--- config.mk ---
export PLATFORM = sky130hd
export DESIGN_NAME = tlv_frame_builder_crc16_top_flat
export DESIGN_NICKNAME = d
export VERILOG_FILES = /design/src/design/tfb_pkg.sv /design/src/design/tfb_if.sv /design/src/design/tlv_frame_builder_crc16_top.sv /design/src/flat_wrapper.sv
export SDC_FILE = /design/constraint.sdc
export NUM_CORES = 1
export LEC_CHECK = 0
export ABC_CLOCK_PERIOD_IN_PS = 6600
export BUFFER_PORTS_ARGS = -buffer_cell sky130_fd_sc_hd__buf_2
export CAP_MARGIN = 20
export CORE_UTILIZATION = 54
export DETAILED_ROUTE_END_ITERATION = 7
export PLACE_DENSITY = 0.81
export SLEW_MARGIN = 10
export SYNTH_ARGS = -nofsm -noshare
export SYNTH_HDL_FRONTEND = slang
export SYNTH_SLANG_ARGS = --single-unit
--- constraint.sdc ---
create_clock -name i_clk -period 6.6 [get_ports i_clk]
set_clock_uncertainty 0.15 [all_clocks]
set_input_delay 1.32 -clock i_clk [delete_from_list [all_inputs] [get_ports i_clk]]
set_output_delay 1.32 -clock i_clk [all_outputs]
set_load 0.01 [all_outputs]
--- src/design/tfb_pkg.sv ---
// Shared constants, byte positions and the CRC-16 byte update for the frame builder.
`default_nettype none

package tfb_pkg;

    localparam int unsigned PADDR_W = 3;
    localparam int unsigned PDATA_W = 32;

    localparam logic [PADDR_W-3:0] REG_VERSION = 1'b0;

    localparam logic ACT_START   = 1'b0;
    localparam logic ACT_PAYLOAD = 1'b1;

    localparam logic [7:0]  SYNC_FIRST  = 8'hAA;
    localparam logic [7:0]  SYNC_SECOND = 8'h55;
    localparam logic [15:0] CRC_POLY    = 16'h1021;
    localparam logic [15:0] CRC_INIT    = 16'hFFFF;

    typedef logic [4:0] t_byte_pos;

    localparam t_byte_pos POS_SYNC0   = 5'd0;
    localparam t_byte_pos POS_SYNC1   = 5'd1;
    localparam t_byte_pos POS_VERSION = 5'd2;
    localparam t_byte_pos POS_COMMAND = 5'd3;
    localparam t_byte_pos POS_FLAGS   = 5'd4;
    localparam t_byte_pos POS_LEN_LO  = 5'd5;
    localparam t_byte_pos POS_LEN_HI  = 5'd6;
    localparam t_byte_pos POS_SEQ0    = 5'd7;
    localparam t_byte_pos POS_SEQ1    = 5'd8;
    localparam t_byte_pos POS_SEQ2    = 5'd9;
    localparam t_byte_pos POS_SEQ3    = 5'd10;
    localparam t_byte_pos POS_TIME0   = 5'd11;
    localparam t_byte_pos POS_TIME1   = 5'd12;
    localparam t_byte_pos POS_TIME2   = 5'd13;
    localparam t_byte_pos POS_TIME3   = 5'd14;
    localparam t_byte_pos POS_CRC_LO  = 5'd15;
    localparam t_byte_pos POS_CRC_HI  = 5'd16;

    localparam t_byte_pos PAY_DATA    = 5'd0;
    localparam t_byte_pos PAY_CRC_LO  = 5'd1;
    localparam t_byte_pos PAY_CRC_HI  = 5'd2;

    function automatic logic [15:0] crc16_byte(input logic [15:0] crc, input logic [7:0] data);
        logic [15:0] c;
        c = crc ^ {data, 8'h00};
        for (int i = 0; i < 8; i++) begin
            c = c[15] ? ({c[14:0], 1'b0} ^ CRC_POLY) : {c[14:0], 1'b0};
        end
        return c;
    endfunction

endpackage

`default_nettype wire

--- src/design/tfb_if.sv ---
// Valid/ready channel interfaces for frame builder items and serialized bytes.
`default_nettype none

interface tfb_in_if;
    logic        valid;
    logic        ready;
    logic        action;
    logic [7:0]  command;
    logic [7:0]  frame_flags;
    logic [15:0] length;
    logic [31:0] sequence_req;
    logic [31:0] time_ms;
    logic [7:0]  payload_byte;

    modport source (
        output valid, action, command, frame_flags, length, sequence_req, time_ms,
               payload_byte,
        input  ready
    );
    modport sink (
        input  valid, action, command, frame_flags, length, sequence_req, time_ms,
               payload_byte,
        output ready
    );
endinterface

interface tfb_out_if;
    logic       valid;
    logic       ready;
    logic [7:0] out_byte;
    logic       last;

    modport source (output valid, out_byte, last, input ready);
    modport sink (input valid, out_byte, last, output ready);
endinterface

`default_nettype wire

--- src/design/tlv_frame_builder_crc16_top.sv ---
// Frame builder top level: header serializer, payload pass-through and CRC-16 trailer.
// Accepted items are registered, then serialized; a new item is taken as the last byte is emitted.
// A payload byte goes out alone, or is followed by the CRC low and high bytes if it closes the
// frame; a start item emits the sync and header bytes, plus the CRC trailer if its length is
// zero. A stray payload byte is dropped. Bytes go out one per cycle unless the output stalls.
// Reset is synchronous and active low; it closes any frame, presets the CRC and clears version.
`default_nettype none

module tlv_frame_builder_crc16_top import tfb_pkg::*; (
    input  wire logic               i_clk,
    input  wire logic               i_rst_n,
    tfb_in_if.sink                  i_in,
    tfb_out_if.source               o_out,
    input  wire logic               psel,
    input  wire logic               penable,
    input  wire logic               pwrite,
    input  wire logic [PADDR_W-1:0] paddr,
    input  wire logic [PDATA_W-1:0] pwdata,
    output logic      [PDATA_W-1:0] prdata,
    output logic                    pready
);

    logic [7:0]  r_version;
    logic        r_busy;
    t_byte_pos   r_idx;
    logic        r_in_frame;
    logic [15:0] r_bytes_left;
    logic [15:0] r_crc;
    logic        r_out_valid;
    logic [7:0]  r_out_byte;
    logic        r_out_last;

    logic        r_action;
    logic [7:0]  r_command;
    logic [7:0]  r_flags;
    logic [15:0] r_length;
    logic [31:0] r_seq;
    logic [31:0] r_time;
    logic [7:0]  r_payload;

    logic        cfg_write;
    logic        in_fire;
    logic        out_free;
    logic        drop;
    logic        emit;
    logic [7:0]  n_out_byte;
    logic        n_out_last;
    logic        crc_feed;
    logic        item_end;
    logic [15:0] n_crc;

    assign pready    = 1'b1;
    assign cfg_write = psel && penable && pwrite && pready
                       && (paddr[PADDR_W-1:2] == REG_VERSION);
    assign prdata    = (paddr[PADDR_W-1:2] == REG_VERSION)
                       ? {{(PDATA_W-8){1'b0}}, r_version} : '0;

    assign out_free  = !r_out_valid || o_out.ready;
    assign drop      = r_busy && (r_action == ACT_PAYLOAD) && (r_idx == PAY_DATA) && !r_in_frame;
    assign emit      = r_busy && !drop && out_free;
    assign i_in.ready = !r_busy || (emit && item_end) || drop;
    assign in_fire   = i_in.valid && i_in.ready;

    assign o_out.valid    = r_out_valid;
    assign o_out.out_byte = r_out_byte;
    assign o_out.last     = r_out_last;

    always_comb begin
        n_out_byte = '0;
        n_out_last = 1'b0;
        crc_feed   = 1'b0;
        item_end   = 1'b0;
        if (r_action == ACT_START) begin
            crc_feed = (r_idx >= POS_VERSION) && (r_idx <= POS_TIME3);
            item_end = ((r_idx == POS_TIME3) && (r_length != 16'd0)) || (r_idx == POS_CRC_HI);
            case (r_idx)
                POS_SYNC0:   n_out_byte = SYNC_FIRST;
                POS_SYNC1:   n_out_byte = SYNC_SECOND;
                POS_VERSION: n_out_byte = r_version;
                POS_COMMAND: n_out_byte = r_command;
                POS_FLAGS:   n_out_byte = r_flags;
                POS_LEN_LO:  n_out_byte = r_length[7:0];
                POS_LEN_HI:  n_out_byte = r_length[15:8];
                POS_SEQ0:    n_out_byte = r_seq[7:0];
                POS_SEQ1:    n_out_byte = r_seq[15:8];
                POS_SEQ2:    n_out_byte = r_seq[23:16];
                POS_SEQ3:    n_out_byte = r_seq[31:24];
                POS_TIME0:   n_out_byte = r_time[7:0];
                POS_TIME1:   n_out_byte = r_time[15:8];
                POS_TIME2:   n_out_byte = r_time[23:16];
                POS_TIME3:   n_out_byte = r_time[31:24];
                POS_CRC_LO:  n_out_byte = r_crc[7:0];
                POS_CRC_HI: begin
                    n_out_byte = r_crc[15:8];
                    n_out_last = 1'b1;
                end
                default:     n_out_byte = '0;
            endcase
        end else begin
            case (r_idx)
                PAY_DATA: begin
                    n_out_byte = r_payload;
                    crc_feed   = 1'b1;
                    item_end   = (r_bytes_left != 16'd1);
                end
                PAY_CRC_LO:  n_out_byte = r_crc[7:0];
                PAY_CRC_HI: begin
                    n_out_byte = r_crc[15:8];
                    n_out_last = 1'b1;
                    item_end   = 1'b1;
                end
                default:     n_out_byte = '0;
            endcase
        end
    end

    assign n_crc = crc16_byte(r_crc, n_out_byte);

    always_ff @(posedge i_clk) begin
        if (!i_rst_n) begin
            r_version    <= '0;
            r_busy       <= 1'b0;
            r_idx        <= '0;
            r_in_frame   <= 1'b0;
            r_bytes_left <= '0;
            r_crc        <= CRC_INIT;
            r_out_valid  <= 1'b0;
        end else begin
            if (cfg_write) begin
                r_version <= pwdata[7:0];
            end

            if (emit) begin
                r_out_valid <= 1'b1;
            end else if (o_out.ready) begin
                r_out_valid <= 1'b0;
            end

            if (emit) begin
                r_idx <= item_end ? '0 : r_idx + 5'd1;
                if ((r_action == ACT_START) && (r_idx == POS_SYNC0)) begin
                    r_crc        <= CRC_INIT;
                    r_in_frame   <= 1'b1;
                    r_bytes_left <= r_length;
                end
                if (crc_feed) begin
                    r_crc <= n_crc;
                end
                if ((r_action == ACT_PAYLOAD) && (r_idx == PAY_DATA)) begin
                    r_bytes_left <= r_bytes_left - 16'd1;
                end
                if (n_out_last) begin
                    r_in_frame   <= 1'b0;
                    r_bytes_left <= '0;
                    r_crc        <= CRC_INIT;
                end
            end

            if (in_fire) begin
                r_busy <= 1'b1;
            end else if ((emit && item_end) || drop) begin
                r_busy <= 1'b0;
            end
        end
    end

    always_ff @(posedge i_clk) begin
        if (in_fire) begin
            r_action  <= i_in.action;
            r_command <= i_in.command;
            r_flags   <= i_in.frame_flags;
            r_length  <= i_in.length;
            r_seq     <= i_in.sequence_req;
            r_time    <= i_in.time_ms;
            r_payload <= i_in.payload_byte;
        end
        if (emit) begin
            r_out_byte <= n_out_byte;
            r_out_last <= n_out_last;
        end
    end

endmodule

`default_nettype wire

--- src/flat_wrapper.sv ---
// flat-port wrapper written by rule: the top's interface ports become plain ports
module tlv_frame_builder_crc16_top_flat import tfb_pkg::*;
  (i_clk, i_rst_n, psel, penable, pwrite, paddr, pwdata, prdata, pready, i_in_valid, i_in_action, i_in_command, i_in_frame_flags, i_in_length, i_in_sequence_req, i_in_time_ms, i_in_payload_byte, i_in_ready, o_out_valid, o_out_out_byte, o_out_last, o_out_ready);
  tfb_in_if i_in_i ();
  tfb_out_if o_out_i ();
  input  wire logic i_clk;
  input  wire logic i_rst_n;
  input  wire logic psel;
  input  wire logic penable;
  input  wire logic pwrite;
  input  wire logic [PADDR_W-1:0] paddr;
  input  wire logic [PDATA_W-1:0] pwdata;
  output logic      [PDATA_W-1:0] prdata;
  output logic pready;
  input wire logic [$bits(i_in_i.valid)-1:0] i_in_valid;
  input wire logic [$bits(i_in_i.action)-1:0] i_in_action;
  input wire logic [$bits(i_in_i.command)-1:0] i_in_command;
  input wire logic [$bits(i_in_i.frame_flags)-1:0] i_in_frame_flags;
  input wire logic [$bits(i_in_i.length)-1:0] i_in_length;
  input wire logic [$bits(i_in_i.sequence_req)-1:0] i_in_sequence_req;
  input wire logic [$bits(i_in_i.time_ms)-1:0] i_in_time_ms;
  input wire logic [$bits(i_in_i.payload_byte)-1:0] i_in_payload_byte;
  output wire logic [$bits(i_in_i.ready)-1:0] i_in_ready;
  output wire logic [$bits(o_out_i.valid)-1:0] o_out_valid;
  output wire logic [$bits(o_out_i.out_byte)-1:0] o_out_out_byte;
  output wire logic [$bits(o_out_i.last)-1:0] o_out_last;
  input wire logic [$bits(o_out_i.ready)-1:0] o_out_ready;
  assign i_in_i.valid = i_in_valid;
  assign i_in_i.action = i_in_action;
  assign i_in_i.command = i_in_command;
  assign i_in_i.frame_flags = i_in_frame_flags;
  assign i_in_i.length = i_in_length;
  assign i_in_i.sequence_req = i_in_sequence_req;
  assign i_in_i.time_ms = i_in_time_ms;
  assign i_in_i.payload_byte = i_in_payload_byte;
  assign i_in_ready = i_in_i.ready;
  assign o_out_valid = o_out_i.valid;
  assign o_out_out_byte = o_out_i.out_byte;
  assign o_out_last = o_out_i.last;
  assign o_out_i.ready = o_out_ready;
  tlv_frame_builder_crc16_top u_core (.i_clk(i_clk), .i_rst_n(i_rst_n), .i_in(i_in_i), .o_out(o_out_i), .psel(psel), .penable(penable), .pwrite(pwrite), .paddr(paddr), .pwdata(pwdata), .prdata(prdata), .pready(pready));
endmodule
==> results of run 1 <==
-- layout make-up --
| type | count | area [um2] | share of cell area |
|---|---|---|---|
| Inverter | 13 | 48.80 | 0.005367 |
| Clock buffer | 18 | 429.2 | 0.04721 |
| Clock inverter | 14 | 137.6 | 0.01514 |
| Sequential cell | 162 | 4385 | 0.4824 |
| Multi-Input combinational cell | 461 | 3109 | 0.3420 |
| Timing Repair Buffer | 147 | 755.7 | 0.08313 |
| Tap cell | 180 | 225.2 | 0.02477 |
-- per-layer routing --
metal | vias up | GRT usage | part of all wire
li1 | 2765 | - | -
met1 | 2822 | 0.3709 | 0.40
met2 | 393 | 0.4235 | 0.46
met3 | 43 | 0.06134 | 0.11
met4 | 0 | 0.1235 | 0.028
met5 | - | 0 | 0
-- worst max-delay path: cells and delay by family (launching register included) --
kind / cells / cell delay [ps]
AO/OA/AOI/OAI: 2 / 610
buffers and inverters: 2 / 610
flip-flops: 1 / 620
AND/OR/NAND/NOR: 3 / 1160
-- cell families after synthesis --
kind of cell	after synthesis	synth area share
compound gates	173	0.1554
xor+xnor	26	0.03952
fa+ha+maj	7	0.01115
buf+inv	74	0.05704
flops	162	0.5583
mux	20	0.02613
other cells	2	0.0009564
simple gates	210	0.1515
-- power breakdown --
part	switching, mW	total, mW	internal (mW)
Combinational	0.195	0.342	0.148
Clock	0.390	0.945	0.555
Sequential	0.0449	1.21	1.17
Total	0.630	2.50	1.87
-- metrics by stage --
step	instances	cell area (um2)
6_report	995	9091
5_1_grt	995	9091
4_1_cts	994	9084
3_5_place_dp	962	8517
3_3_place_gp	962	8517
2_1_floorplan	697	7939
-- registers in the layout, indices dropped and copies added (netlist names), 16 cells and up --
register and count:
u_core.r_bytes_left 16, u_core.r_crc 16, u_core.r_length 16, u_core.r_seq 32, u_core.r_time 32
-- cell usage in the layout (no fill, tap or decap), types with 6 or more instances in the layout --
master / synthesis / layout
nand2_1: 48 / 48
ha_1: 7 / 7
edfxtp_1: 114 / 114
conb_1: 2 / 25
nand3_1: 12 / 12
and2_1: 13 / 12
nand3b_1: 14 / 14
and3_1: 7 / 7
nor3_1: 12 / 12
inv_1: 13 / 13
o22ai_1: 8 / 8
mux2i_1: 16 / 16
a22oi_1: 11 / 11
nor2_1: 29 / 29
xnor2_1: 15 / 15
nand2b_1: 10 / 10
clkbuf_16: 0 / 17
a21boi_0: 13 / 13
dfxtp_1: 48 / 47
a222oi_1: 8 / 8
nand4_1: 6 / 6
a221oi_1: 6 / 6
buf_4: 29 / 8
buf_2: 7 / 139
nor4_1: 8 / 8
a21oi_1: 38 / 38
o21ai_0: 35 / 35
a22o_1: 6 / 6
nor2b_1: 29 / 29
-- final timing paths --
check                            from                   to  slack, ps  cells after the start
setup / recovery      u_core.r_idx[4]           i_in_ready       1700                      7
hold reg to reg   u_core.r_version[5]  u_core.r_version[5]        370                      2
hold / removal    u_core.r_version[5]  u_core.r_version[5]        370                      2
setup reg to reg      u_core.r_idx[4]     u_core.r_seq[17]       2170                      8
==> reports/metrics.cfg, run 1 <==
[setup_path]
critical_path_arrival_ps = 3430
start_kind = flip-flop
required_ps = 5130
worst-setup-path-type = reg -> out
critPathMaxStageDelay_ps = 620
critPathCaptureType = output pin
path_cells = nor3_1 -> nand2_1 -> o21ai_0 -> nand2b_1 -> inv_1 -> a21o_1 -> buf_2
worst_path_max_delay_cell = dfxtp_1
path_max_fanout = 27

[synthesis]
synth_edf_count = 114
synth_warnings = 0
synthTopCellsByCount = 114 x edfxtp_1, 48 x dfxtp_1, 48 x nand2_1
avgSynthCellArea_um2 = 11.65
dominantRegCellSynth = edfxtp_1
ys_ff_latch = 162
synth_area_leaders = edfxtp_1 44%, dfxtp_1 12%, buf_4 2.8%, a21oi_1 2.4%, nor2b_1 2.3%
synth_top_area_share = 0.4359
synth_cells = 674
ys_async_sr_fraction = 0
ys_types = 78
syn_area_um2 = 7853
yosysMostFrequentCell = edfxtp_1
synth_top_area_cell = edfxtp_1
ys_seq_area_frac = 0.5583

[die]
initial_core_util = 0.5592
fp.dieH_um = 122.6
ios = 191
core_area_um2 = 14040
core.rowCount = 43
die_area_um2 = 15030
die_w_um = 122.6

[cts]
clkTransAtPathRegs_ps = 60
cts.sinks = 162
numCtsBuffers = 17
root_buffer = clkbuf_16
htree_levels = 4
clk_path_buf_depth = 2
postCtsHoldBufs = 0
cts_resized = 0
postCtsSetupRepairBufs = 0
cts_tree = done
clk_latency_ps = 420

[grt]
grt_max_degree = 68
grt_pass1_vias = 5718
antenna_found_initial = 0
track_usage = 0.2746
gr-total-overflow = 0
grt_pass1_wl_um = 30510

[flow_run]
drv_cap = 0

[detailed_routing]
drtAntennaViolNets = 0
vias_per_cell = 6.053
first_pass_iters = 7
route.vias.total = 6023
drtIter0Drc = 776
postRouteWirelength_um = 19730
drc_errors = 0
post_drt_wl_per_cell_um = 19.83

[status]
status = completed

[power_and_ir_drop]
vdd_drop_max_mv = 0.1897
power_leakage_nw = 3.461
p_per_area_nw_per_um2 = 275.0
power_mw = 2.500

[timing]
max_freq_ghz = 0.2040
setup_viol_count_final = 0
tightest_slew_ps = 1053
finalHoldViolations = 0
finalWorstSetupSlack_ps = 1698
final.min_clock_period_ps = 4902
rsz0062_at_grt = no
whs_ps = 373.0
final.setup.tns_ps = 0
fin_crit_sh = 0.7427
relSlewSlack = 0.2960
slew_viol_final = 0

[hold_path]
hold_path_class = reg -> reg

[finish]
area_growth_pct = 15.77
n_antenna_cell = 0
n_fill_cell = 1107
fin_nets = 956
final_util = 0.6474
drive_gt1_frac = 0.2417

[placement]
place_ws_ps = 2226
port_buffers = 139
dp_hpwl_um = 14110
place_congestion = 0.9116

Power figures use the tool's default switching activity.
==> run 2, diff against run 1 <==
--- a/config.mk
+++ b/config.mk
@@ -5,7 +5,7 @@
 export SDC_FILE = /design/constraint.sdc
 export NUM_CORES = 1
 export LEC_CHECK = 0
-export ABC_CLOCK_PERIOD_IN_PS = 6600
+export ABC_CLOCK_PERIOD_IN_PS = 4900
 export BUFFER_PORTS_ARGS = -buffer_cell sky130_fd_sc_hd__buf_2
 export CAP_MARGIN = 20
 export CORE_UTILIZATION = 54
==> constraint.sdc (replaced) <==
create_clock -name i_clk -period 4.9 [get_ports i_clk]
set_clock_uncertainty 0.15 [all_clocks]
set_input_delay 0.98 -clock i_clk [delete_from_list [all_inputs] [get_ports i_clk]]
set_output_delay 0.98 -clock i_clk [all_outputs]
set_load 0.01 [all_outputs]
==> reports/metrics.cfg, run 2 (synthesis results as in run 1) <==
[detailed_routing]
post_drt_wl_per_cell_um = 20.04  ; was 19.83 um
route.vias.total = 6014  ; was 6023
drc_errors = 1  ; was 0
drtIter0Drc = 746  ; was 776
vias_per_cell = 6.044  ; was 6.053
first_pass_iters = 8  ; was 7
postRouteWirelength_um = 19940  ; was 19730 um
drtAntennaViolNets = 0  ; unchanged

[grt]
grt_pass1_wl_um = 30390  ; was 30510 um
gr-total-overflow = 0  ; unchanged
grt_pass1_vias = 5696  ; was 5718
grt_max_degree = 59  ; was 68
track_usage = 0.2777  ; was 0.2746
antenna_found_initial = 0  ; unchanged

[finish]
drive_gt1_frac = 0.2442  ; was 0.2417
fin_nets = 959  ; was 956
layout_commonest_cell = buf_2  ; unchanged
area_growth_pct = 15.65  ; was 15.77%
top_regs = u_core.r_seq: 32 flops, u_core.r_time: 32 flops  ; unchanged
n_antenna_cell = 0  ; unchanged
layout_common_cells = 139 x buf_2, 114 x edfxtp_1, 48 x nand2_1  ; unchanged
n_fill_cell = 1103  ; was 1107

[timing]
setup_viol_count_final = 0  ; unchanged
rsz0062_at_grt = no  ; unchanged
slew_viol_final = 0  ; unchanged
final.min_clock_period_ps = 4343
fin_crit_sh = 0.8863
max_freq_ghz = 0.2303
tightest_slew_ps = 964.6  ; was 1053 ps
final.setup.tns_ps = 0  ; unchanged
finalHoldViolations = 0  ; unchanged
relSlewSlack = 0.3552  ; was 0.2960

[power_and_ir_drop]
power_mw = 3.295  ; was 2.500 mW
clkPwrFrac = 0.364  ; was 0.378
vdd_drop_max_mv = 0.2518  ; was 0.1897 mV
switchingPower_uw = 837.8  ; was 629.5 uW
netSwitchingFraction = 0.2542  ; was 0.2518
power_leakage_nw = 3.451  ; was 3.461 nW
p_per_area_nw_per_um2 = 362.8  ; was 275.0 nW/um2
sequentialPowerShare = 0.495  ; was 0.485
internal_power_mw = 2.457  ; was 1.870 mW
pwr-share-comb = 0.141  ; was 0.137

[setup_path]
critPathCaptureType = output pin  ; unchanged
path_max_fanout = 14  ; was 27
critical_path_arrival_ps = 3210  ; was 3430 ps
required_ps = 3770  ; was 5130 ps
start_kind = flip-flop  ; unchanged
worst-setup-path-type = reg -> out  ; unchanged

[hold_path]
hold_path_class = reg -> reg  ; unchanged

[die]
initial_core_util = 0.5592  ; unchanged
fp.dieH_um = 122.6  ; unchanged
core.rowCount = 43  ; unchanged
ios = 191  ; unchanged
die_area_um2 = 15030  ; unchanged
die_w_um = 122.6  ; unchanged
core_area_um2 = 14040  ; unchanged

[status]
status = complete, but fails checks  ; was completed
violations = design-rule violations

[cts]
postCtsSetupRepairBufs = 0  ; unchanged
htree_levels = 4  ; unchanged
root_buffer = clkbuf_16  ; unchanged
clk_latency_ps = 430  ; was 420 ps
numCtsBuffers = 17  ; unchanged
clk_path_buf_depth = 2  ; unchanged
cts.sinks = 162  ; unchanged
cts_tree = done  ; unchanged
cts_resized = 0  ; unchanged
postCtsHoldBufs = 0  ; unchanged
clkTransAtPathRegs_ps = 60  ; about the same

[flow_run]
drv_cap = 0  ; unchanged

[placement]
place_congestion = 0.9172  ; was 0.9116
dp_hpwl_um = 14290  ; was 14110 um
port_buffers = 139  ; unchanged

run 2: cell count changes in the layout (fill, tap and decap cells not counted), sizes merged:
cell and change:
bufinv -1, inv -2, buf +3, clkinvlp +3, clkinv -3
run 2: layout make-up:
type | count | area [um2] | share of cell area
multi-input combinational | 461 | 3109 | 0.3424
clock buffer | 18 | 429.2 | 0.04726
timing repair buffer | 150 | 790.8 | 0.08708
inverter | 13 | 48.80 | 0.005373
tap | 180 | 225.2 | 0.02480
sequential | 162 | 4385 | 0.4829
clock inverter | 11 | 92.59 | 0.01020
run 2: worst max-delay path, stage by stage, from the launching register on:
cell	delay [ps]
dfxtp_1	380
inv_1	120
ha_1	530
nand2b_1	120
o21ai_0	280
nand2b_1	530
inv_1	240
buf_4	250
a21o_1	200
buf_2	150
run 2: worst paths after layout:
kind,start,to,slack [ps],depth (start not counted)
worst max-delay path,u_core.r_idx[0],i_in_ready,560,9
worst min-delay path,u_core.r_version[1],u_core.r_version[1],380,2
worst max register to register,u_core.r_idx[0],u_core.r_time[10],1080,8
worst min register to register,u_core.r_version[1],u_core.r_version[1],380,2
run 2: routing by layer:
layer / GRT usage / up-vias / routed length [um]
met5: 0 / - / 0
met1: 0.3685 / 2803 / 8213
met3: 0.08178 / 55 / 2041
met4: 0.1395 / 0 / 695
met2: 0.4143 / 393 / 8986
li1: - / 2763 / -
run 2: power groups by stage:
| stage | registers (mW) | logic (mW) | clock network [mW] |
|---|---|---|---|
| after global placement | 1.65 | 0.448 | 0 |
| after floorplan | 1.64 | 0.335 | 0 |
| after detailed placement | 1.66 | 0.456 | 0 |
| after global routing | 1.64 | 0.511 | 1.27 |
| final | 1.63 | 0.464 | 1.20 |
| after CTS | 1.63 | 0.458 | 1.22 |
run 2: per-stage QoR:
step	instances	cell area, um2	hold slack (ps)	setup WS (ps)	utilization
floorplan	697	7940	297.1	1139	-
global placement	965	8552	348.6	1188	0.6090
detailed placement	965	8552	364.3	1104	0.6090
CTS	994	9074	375.9	620.7	0.6462
global route	995	9081	412.4	307.3	0.6467
finish	995	9081	377.7	557.0	0.6467
